--- src/rtl/bracket_balance_checker_top_assert.svh ---
// ------------------------------------------------------------------------
// bracket balance checker assertion macros
// concurrent checks that compile away for synthesis
// ------------------------------------------------------------------------
`ifndef BRACKET_BALANCE_CHECKER_TOP_ASSERT_SVH
`define BRACKET_BALANCE_CHECKER_TOP_ASSERT_SVH

`ifndef SYNTHESIS

`define BBC_ASSERT(name, clk, rstn, prop) \
    name: assert property (@(posedge clk) disable iff (!rstn) (prop)) \
        else $error("bbc assertion failed");

`define BBC_ASSERT_NEXT(name, clk, rstn, cond, prop) \
    name: assert property (@(posedge clk) disable iff (!rstn) (cond) |=> (prop)) \
        else $error("bbc assertion failed");

`else

`define BBC_ASSERT(name, clk, rstn, prop)

`define BBC_ASSERT_NEXT(name, clk, rstn, cond, prop)

`endif

`endif

--- src/rtl/bbc_pkg.sv ---
// ------------------------------------------------------------------------
// bbc_pkg
// types and constants shared by the bracket balance checker
// ------------------------------------------------------------------------
`default_nettype none

package bbc_pkg;

    localparam int STACK_DEPTH_DEF = 64;

    typedef logic [1:0] kind_t;

    localparam kind_t KIND_PAREN   = 2'd0;
    localparam kind_t KIND_SQUARE  = 2'd1;
    localparam kind_t KIND_CURLY   = 2'd2;
    localparam kind_t KIND_NONE    = 2'd3;

    localparam logic [7:0] CHAR_OPEN_PAREN   = 8'h28;
    localparam logic [7:0] CHAR_CLOSE_PAREN  = 8'h29;
    localparam logic [7:0] CHAR_OPEN_SQUARE  = 8'h5B;
    localparam logic [7:0] CHAR_CLOSE_SQUARE = 8'h5D;
    localparam logic [7:0] CHAR_OPEN_CURLY   = 8'h7B;
    localparam logic [7:0] CHAR_CLOSE_CURLY  = 8'h7D;

    typedef enum logic [2:0] {
        CAUSE_OK       = 3'd0,
        CAUSE_MISMATCH = 3'd1,
        CAUSE_EMPTY    = 3'd2,
        CAUSE_OPEN     = 3'd3,
        CAUSE_ODD      = 3'd4,
        CAUSE_OVERFLOW = 3'd5
    } cause_t;

    typedef struct packed {
        logic [7:0] char_byte;
        logic       last;
    } in_item_t;

    typedef struct packed {
        logic       balanced;
        logic [2:0] cause;
    } out_item_t;

    typedef struct packed {
        logic  push;
        logic  pop;
        logic  clear;
        kind_t push_kind;
    } stack_op_t;

endpackage

`default_nettype wire

--- src/rtl/bbc_stack.sv ---
// ------------------------------------------------------------------------
// bbc_stack
// bracket kind stack: top entry in a register, the rest in a memory
// ------------------------------------------------------------------------
`default_nettype none

module bbc_stack #(
    parameter int STACK_DEPTH = bbc_pkg::STACK_DEPTH_DEF
) (
    input  wire                                  aclk,
    input  wire                                  aresetn,
    input  bbc_pkg::stack_op_t                   op,
    output logic [$clog2(STACK_DEPTH+1)-1:0]     count,
    output bbc_pkg::kind_t                       top_kind
);
    import bbc_pkg::*;

    localparam int CW = $clog2(STACK_DEPTH + 1);
    localparam int AW = $clog2(STACK_DEPTH);

    kind_t          mem [STACK_DEPTH];

    logic [CW-1:0]  count_reg;
    logic [CW-1:0]  count_next;
    kind_t          top_reg;
    kind_t          top_next;
    kind_t          rdata_reg;
    logic           fwd_reg;
    kind_t          fwd_val_reg;
    kind_t          second;
    logic [AW-1:0]  wr_addr;
    logic [AW-1:0]  rd_addr;

    // entry just below the top, forwarded when it was written last cycle
    assign second  = fwd_reg ? fwd_val_reg : rdata_reg;
    assign wr_addr = AW'(count_reg - CW'(1));
    assign rd_addr = AW'(count_next - CW'(2));

    always_comb begin
        count_next = count_reg;
        top_next   = top_reg;
        if (op.push) begin
            count_next = count_reg + CW'(1);
            top_next   = op.push_kind;
        end else if (op.pop) begin
            count_next = count_reg - CW'(1);
            top_next   = second;
        end
        if (op.clear) begin
            count_next = '0;
        end
    end

    always_ff @(posedge aclk) begin
        if (op.push && (count_reg != '0)) begin
            mem[wr_addr] <= top_reg;
        end
        rdata_reg <= mem[rd_addr];
    end

    always_ff @(posedge aclk) begin
        if (!aresetn) begin
            count_reg <= '0;
            fwd_reg   <= 1'b0;
        end else begin
            count_reg <= count_next;
            fwd_reg   <= op.push;
        end
    end

    always_ff @(posedge aclk) begin
        top_reg     <= top_next;
        fwd_val_reg <= top_reg;
    end

    assign count    = count_reg;
    assign top_kind = top_reg;

endmodule

`default_nettype wire

--- src/rtl/bracket_balance_checker_top.sv ---
// ------------------------------------------------------------------------
// bracket_balance_checker_top
// checks that the brackets of a byte string are balanced and well nested
// ------------------------------------------------------------------------
// usage
//   s_ channel: one character per item, s_data.last marks the final one
//   m_ channel: one verdict item per string, balanced flag and cause code
//   each character is processed in the cycle it is accepted; the verdict
//   of an item with last set goes to m_ through the output register
//   throughput is one character per cycle while s_ready is high; top of
//   stack in a register, next entry prefetched from the stack memory,
//   with a forward path when it was written in the previous cycle
//   the verdict goes into a two-entry output register, so characters keep
//   flowing while a verdict waits; s_ready is low while the second entry
//   holds a verdict, which happens only after m_ready was low
//   reset empties the stack, clears the latched failure and the length
//   parity, and empties the output register; no clearing pass is needed
//   after the final character the per-string state returns to reset
// ------------------------------------------------------------------------
`default_nettype none

`include "bracket_balance_checker_top_assert.svh"

module bracket_balance_checker_top #(
    parameter int STACK_DEPTH = bbc_pkg::STACK_DEPTH_DEF
) (
    input  wire                 aclk,
    input  wire                 aresetn,
    input  wire                 s_valid,
    output logic                s_ready,
    input  bbc_pkg::in_item_t   s_data,
    output logic                m_valid,
    input  wire                 m_ready,
    output bbc_pkg::out_item_t  m_data
);
    import bbc_pkg::*;

    localparam int CW = $clog2(STACK_DEPTH + 1);

    logic           accept;
    logic           is_open;
    logic           is_close;
    kind_t          open_kind;
    kind_t          close_kind;
    logic [CW-1:0]  count;
    logic [CW-1:0]  count_after;
    kind_t          top_kind;
    logic           full;
    logic           empty;
    stack_op_t      op;
    cause_t         fail_det;
    cause_t         fail_next;
    cause_t         cause;
    logic           parity_next;
    logic           res_valid;
    out_item_t      res;

    cause_t         fail_reg;
    logic           parity_reg;
    logic           m_valid_reg;
    out_item_t      m_data_reg;
    logic           skid_valid_reg;
    out_item_t      skid_data_reg;

    bbc_stack #(
        .STACK_DEPTH (STACK_DEPTH)
    ) u_stack (
        .aclk     (aclk),
        .aresetn  (aresetn),
        .op       (op),
        .count    (count),
        .top_kind (top_kind)
    );

    assign s_ready = !skid_valid_reg;
    assign accept  = s_valid && s_ready;
    assign full    = (count == CW'(STACK_DEPTH));
    assign empty   = (count == '0);

    always_comb begin
        is_open = s_data.char_byte inside {CHAR_OPEN_PAREN, CHAR_OPEN_SQUARE,
                                           CHAR_OPEN_CURLY};
        case (s_data.char_byte)
            CHAR_OPEN_PAREN:  open_kind = KIND_PAREN;
            CHAR_OPEN_SQUARE: open_kind = KIND_SQUARE;
            CHAR_OPEN_CURLY:  open_kind = KIND_CURLY;
            default:          open_kind = KIND_NONE;
        endcase
        case (s_data.char_byte)
            CHAR_CLOSE_PAREN:  close_kind = KIND_PAREN;
            CHAR_CLOSE_SQUARE: close_kind = KIND_SQUARE;
            CHAR_CLOSE_CURLY:  close_kind = KIND_CURLY;
            default:           close_kind = KIND_NONE;
        endcase
        is_close = (close_kind != KIND_NONE);
    end

    always_comb begin
        op.push      = accept && is_open && !full;
        op.pop       = accept && !is_open && !empty;
        op.clear     = accept && s_data.last;
        op.push_kind = open_kind;
    end

    always_comb begin
        if (is_open && full) begin
            fail_det = CAUSE_OVERFLOW;
        end else if (!is_open && empty) begin
            fail_det = CAUSE_EMPTY;
        end else if (is_close && (top_kind != close_kind)) begin
            fail_det = CAUSE_MISMATCH;
        end else begin
            fail_det = CAUSE_OK;
        end
        fail_next   = (fail_reg == CAUSE_OK) ? fail_det : fail_reg;
        parity_next = !parity_reg;

        count_after = count;
        if (op.push) begin
            count_after = count + CW'(1);
        end else if (op.pop) begin
            count_after = count - CW'(1);
        end

        if (parity_next) begin
            cause = CAUSE_ODD;
        end else if (fail_next != CAUSE_OK) begin
            cause = fail_next;
        end else if (count_after != '0) begin
            cause = CAUSE_OPEN;
        end else begin
            cause = CAUSE_OK;
        end
        res.balanced = (cause == CAUSE_OK);
        res.cause    = cause;
        res_valid    = accept && s_data.last;
    end

    always_ff @(posedge aclk) begin
        if (!aresetn) begin
            fail_reg   <= CAUSE_OK;
            parity_reg <= 1'b0;
        end else if (accept) begin
            if (s_data.last) begin
                fail_reg   <= CAUSE_OK;
                parity_reg <= 1'b0;
            end else begin
                fail_reg   <= fail_next;
                parity_reg <= parity_next;
            end
        end
    end

    // two-entry output register
    always_ff @(posedge aclk) begin
        if (!aresetn) begin
            m_valid_reg    <= 1'b0;
            skid_valid_reg <= 1'b0;
        end else if (!m_valid_reg || m_ready) begin
            if (skid_valid_reg) begin
                m_valid_reg    <= 1'b1;
                skid_valid_reg <= 1'b0;
            end else begin
                m_valid_reg <= res_valid;
            end
        end else if (res_valid) begin
            skid_valid_reg <= 1'b1;
        end
    end

    always_ff @(posedge aclk) begin
        if (!m_valid_reg || m_ready) begin
            m_data_reg <= skid_valid_reg ? skid_data_reg : res;
        end
        if (res_valid && m_valid_reg && !m_ready) begin
            skid_data_reg <= res;
        end
    end

    assign m_valid = m_valid_reg;
    assign m_data  = m_data_reg;

    `BBC_ASSERT(a_count_bound, aclk, aresetn, count <= CW'(STACK_DEPTH))
    `BBC_ASSERT(a_skid_behind_out, aclk, aresetn, !skid_valid_reg || m_valid_reg)
    `BBC_ASSERT(a_fail_code, aclk, aresetn,
        fail_reg == CAUSE_OK || fail_reg == CAUSE_MISMATCH ||
        fail_reg == CAUSE_EMPTY || fail_reg == CAUSE_OVERFLOW)
    `BBC_ASSERT_NEXT(a_last_clears, aclk, aresetn, res_valid,
        count == '0 && fail_reg == CAUSE_OK && !parity_reg && m_valid_reg)

endmodule

`default_nettype wire

--- config.mk ---
export PLATFORM = sky130hd
export DESIGN_NAME = bracket_balance_checker_top
export DESIGN_NICKNAME = d
export VERILOG_FILES = /design/src/rtl/bbc_pkg.sv /design/src/rtl/bbc_stack.sv /design/src/rtl/bracket_balance_checker_top.sv
export VERILOG_INCLUDE_DIRS = /design/src /design/src/rtl
export SDC_FILE = /design/constraint.sdc
export NUM_CORES = 1
export LEC_CHECK = 0
export ABC_CLOCK_PERIOD_IN_PS = 5500
export BUFFER_PORTS_ARGS = -buffer_cell sky130_fd_sc_hd__buf_2
export CAP_MARGIN = 30
export CORE_MARGIN = 5
export CORE_UTILIZATION = 51
export DETAILED_ROUTE_END_ITERATION = 16
export GPL_ROUTABILITY_DRIVEN = 0
export PLACE_DENSITY_LB_ADDON = 0.15
export SKIP_CTS_REPAIR_TIMING = 1
export SLEW_MARGIN = 20
export SYNTH_ARGS = -nofsm -noshare
export SYNTH_HDL_FRONTEND = slang
export SYNTH_SLANG_ARGS = --single-unit
--- constraint.sdc ---
create_clock -name aclk -period 5.5 [get_ports aclk]
set_clock_uncertainty 0.05 [all_clocks]
set_input_delay 0.825 -clock aclk [delete_from_list [all_inputs] [get_ports aclk]]
set_output_delay 0.825 -clock aclk [all_outputs]
set_load 0.05 [all_outputs]
==> results.cfg <==
[worst_setup_path]
crit_fanout = 18
start_kind = register
cp_slowest_stage_delay_ns = 0.57
crit_required_ns = 5.78
endpoint = u_stack.rdata_reg[1]$_DFF_P_
r2r_cells = 17
path_buf_inv = 2
r2r_end = u_stack.rdata_reg[1]$_DFF_P_
crit_family = compound AO/OA/AOI/OAI gates
r2r_setup_slack_ns = 0.56
path_cells = inv_1 > ha_1 > or3b_2 > o21ai_0 > nor4b_1 > a41o_1 > xnor2_1 > or2_2 > ha_1 > o311ai_1 > o211ai_2 > buf_12 > and2_1 > a211oi_1 > a311oi_1 > o2bb2ai_1 > o32ai_1
worstSetupPathType = reg -> reg
crit_path_frequent_cell = ha_1
timing.rr.start = u_stack.count[1]$_SDFF_PN0_
endpoint_kind = register
arrival_ns = 5.22
critical_path.startpoint = u_stack.count[1]$_SDFF_PN0_
worst-path-stages = 17
crit_slowest_cell = o211ai_2

[routing]
routedLengthMet1_um = 8380
finalWirelength_um = 19100
vias_per_cell = 6.36
drc = 0
postRouteAntennaNets = 0
routed-via-count = 5523
dr.pass1.iters = 5
route.met2.wl_um = 9030
wl_met3_um = 1210
drt-initial-drc-count = 566
wl_per_cell_um = 22.0
highest_layer = met4

[timing]
hold_viol_final = 0
rsz0062_at_grt = no
fmax_ghz = 0.202
tns_ns = 0
worstMarginPinSlew_ns = 0.782
fin_hold_ws_ns = 0.473
min_period_ns = 4.94
setup_viol_count_final = 0
slew_viol_final = 0
slew_headroom_pct = 47.8
setup_ws_ns = 0.556
finalCritPeriodShare_pct = 89.9

[cells_and_area]
drive_gt1_share_pct = 12.1
diodes = 0
fin_nets = 688
final_cells = 869
syn2layout_area_growth_pct = 11.8
design_area_sq_mm = 0.00843
largest_reg_flops = 128

[hold_path]
worstHoldStart = skid_data_reg[3]$_DFFE_PP_
whs_path_depth = 2
worstHoldPathType = reg -> reg

[place]
portBuffers = 18
dpl-instance-area_sq_mm = 0.00784
pre_cts_slack_ns = 0.405
hpwl_um = 12700
dp.cells = 836

[cts]
cts_tree = yes
path_clk_slew_ns = 0.06
cts_buffer_depth = 2
clk_latency_ns = 0.43
cts_buffers = 17
clock-root-buffer = clkbuf_16
h-tree-depth = 4
clock-sinks = 156

[die]
num_rows = 44
chipHeight_um = 132
die_width_um = 132
ios = 19
initial_core_util_pct = 51.9
dieArea_sq_mm = 0.0173
core_sq_mm = 0.0145

[pwr]
p_leak_uw = 0.00292
p_per_area_mw_per_mm2 = 701
ir_drop_mv = 0.369

[synthesis]
async_reset_ff_share_pct = 0
syn_nets = 670
syn_avg_cell_area_sq_um = 11.5
synth_edf_count = 138
yosys.cell_types.count = 77
synth_area_sq_mm = 0.00754
synthCells = 654
synth_seq_area_share_pct = 59.8
synth_warnings = 0
synth_seq_cells = 156
ys.flop_type = edfxtp_1

[run_status]
outcome = complete, no violations

[global_route]
grtUsageTotal_pct = 22.1
grt_pass1_wl_um = 30100
antenna_found_initial = 0
grt_max_degree = 67
grt_pass1_vias = 5441
overflow = 0

[flow_run]
cap_violations = 0
==> layout make-up <==
class / count / area (sq um)
clock buffer: 21 / 440
clock inverter: 11 / 144
fill: 1242 / 6110
inverter: 11 / 41.3
multi-input combinational: 451 / 2830
sequential: 156 / 4500
tap: 184 / 230
timing repair buffer: 35 / 243
==> logic make-up after synthesis <==
family                     synth area share [%]
AOI/OAI and AO/OA                          13.1
xor gates and xnor gates                   1.16
adders and majority gates                 0.498
buffers and inverters                      2.77
DFF                                        59.8
muxes                                      6.12
and+or+nand+nor                            16.6
==> how the worst min path moves through the flow <==
stage                                           to  slack [ns]
final                          m_data[3]$_DFFE_PP_        0.47
after global routing           m_data[1]$_DFFE_PP_        0.51
after CTS                      m_data[3]$_DFFE_PP_        0.48
after detailed placement       m_data[3]$_DFFE_PP_        0.46
after global placement    fail_reg[0]$_SDFFE_PN0P_        0.45
after floorplan           fail_reg[2]$_SDFFE_PN0P_        0.44
==> layer usage <==
metal / track usage, % / up-vias
met3: 5.12 / 36
met2: 35.0 / 232
li1: - / 2537
met4: 8.23 / 0
met1: 29.8 / 2718
met5: 0 / -
==> per-stage QoR <==
stage               utilization, %  power [uW]
finish                        58.0        5910
global route                  58.0        6220
CTS                           57.9        5860
detailed placement            53.9        4690
global placement              53.9        4640
floorplan                        -        3830
==> worst reg2reg max path: stages, from the launching register on <==
cell and delay [ns]:
dfxtp_1 0.41, inv_1 0.11, ha_1 0.22, or3b_2 0.52, o21ai_0 0.46, nor4b_1 0.11, a41o_1 0.23, xnor2_1 0.39
or2_2 0.19, ha_1 0.25, o311ai_1 0.19, o211ai_2 0.57, buf_12 0.24, and2_1 0.15, a211oi_1 0.04, a311oi_1 0.30
o2bb2ai_1 0.10, o32ai_1 0.29
==> power by group <==
part           total [uW]  internal [uW]  switching (uW)
Sequential           1540           1480            60.4
Combinational        3190           1140            2050
Clock                1170            712             457
==> Yosys cell counts (all sizes together) (4+ instances only) <==
master	count	area, sq um
and2	5	33.8
nor3	13	65.1
a21oi	12	60.1
a211oi	12	90.1
mux2	5	56.3
edfxtp	138	4140
and3	17	111
o21ai	9	45.0
o211ai	4	35.0
nand2	73	274
a221oi	22	193
nand2b	4	25.0
clkbuf	22	82.6
a311oi	7	61.3
nand3	14	70.1
nor2	113	427
mux2i	36	360
or3	7	43.8
o221ai	4	35.0
a21boi	4	30.0
a31o	4	35.0
inv	10	37.5
buf	14	85.1
o22ai	5	37.5
a2111oi	4	35.0
dfxtp	18	360
xnor2	10	87.6
==> cell usage in the layout, fill, tap and decap left out, types with 4 or more instances in the layout <==
| master | Yosys | routed |
|---|---|---|
| a211oi_1 | 12 | 12 |
| a21oi_1 | 12 | 12 |
| buf_4 | 0 | 15 |
| a2111oi_0 | 4 | 4 |
| and3_1 | 16 | 16 |
| inv_1 | 10 | 10 |
| buf_2 | 8 | 18 |
| a221oi_1 | 22 | 22 |
| mux2_2 | 5 | 5 |
| o22ai_1 | 4 | 4 |
| nor2_1 | 112 | 112 |
| nor3_1 | 13 | 13 |
| edfxtp_1 | 138 | 138 |
| clkbuf_1 | 22 | 4 |
| mux2i_1 | 36 | 36 |
| o221ai_1 | 4 | 4 |
| nand3_1 | 14 | 14 |
| xnor2_1 | 10 | 10 |
| clkbuf_16 | 0 | 17 |
| a311oi_1 | 7 | 7 |
| dfxtp_1 | 18 | 18 |
| or3_1 | 7 | 7 |
| nand2_1 | 73 | 73 |
| o21ai_0 | 8 | 8 |
| nand2b_1 | 4 | 4 |
Note: power is estimated with default switching activity, not from simulation.
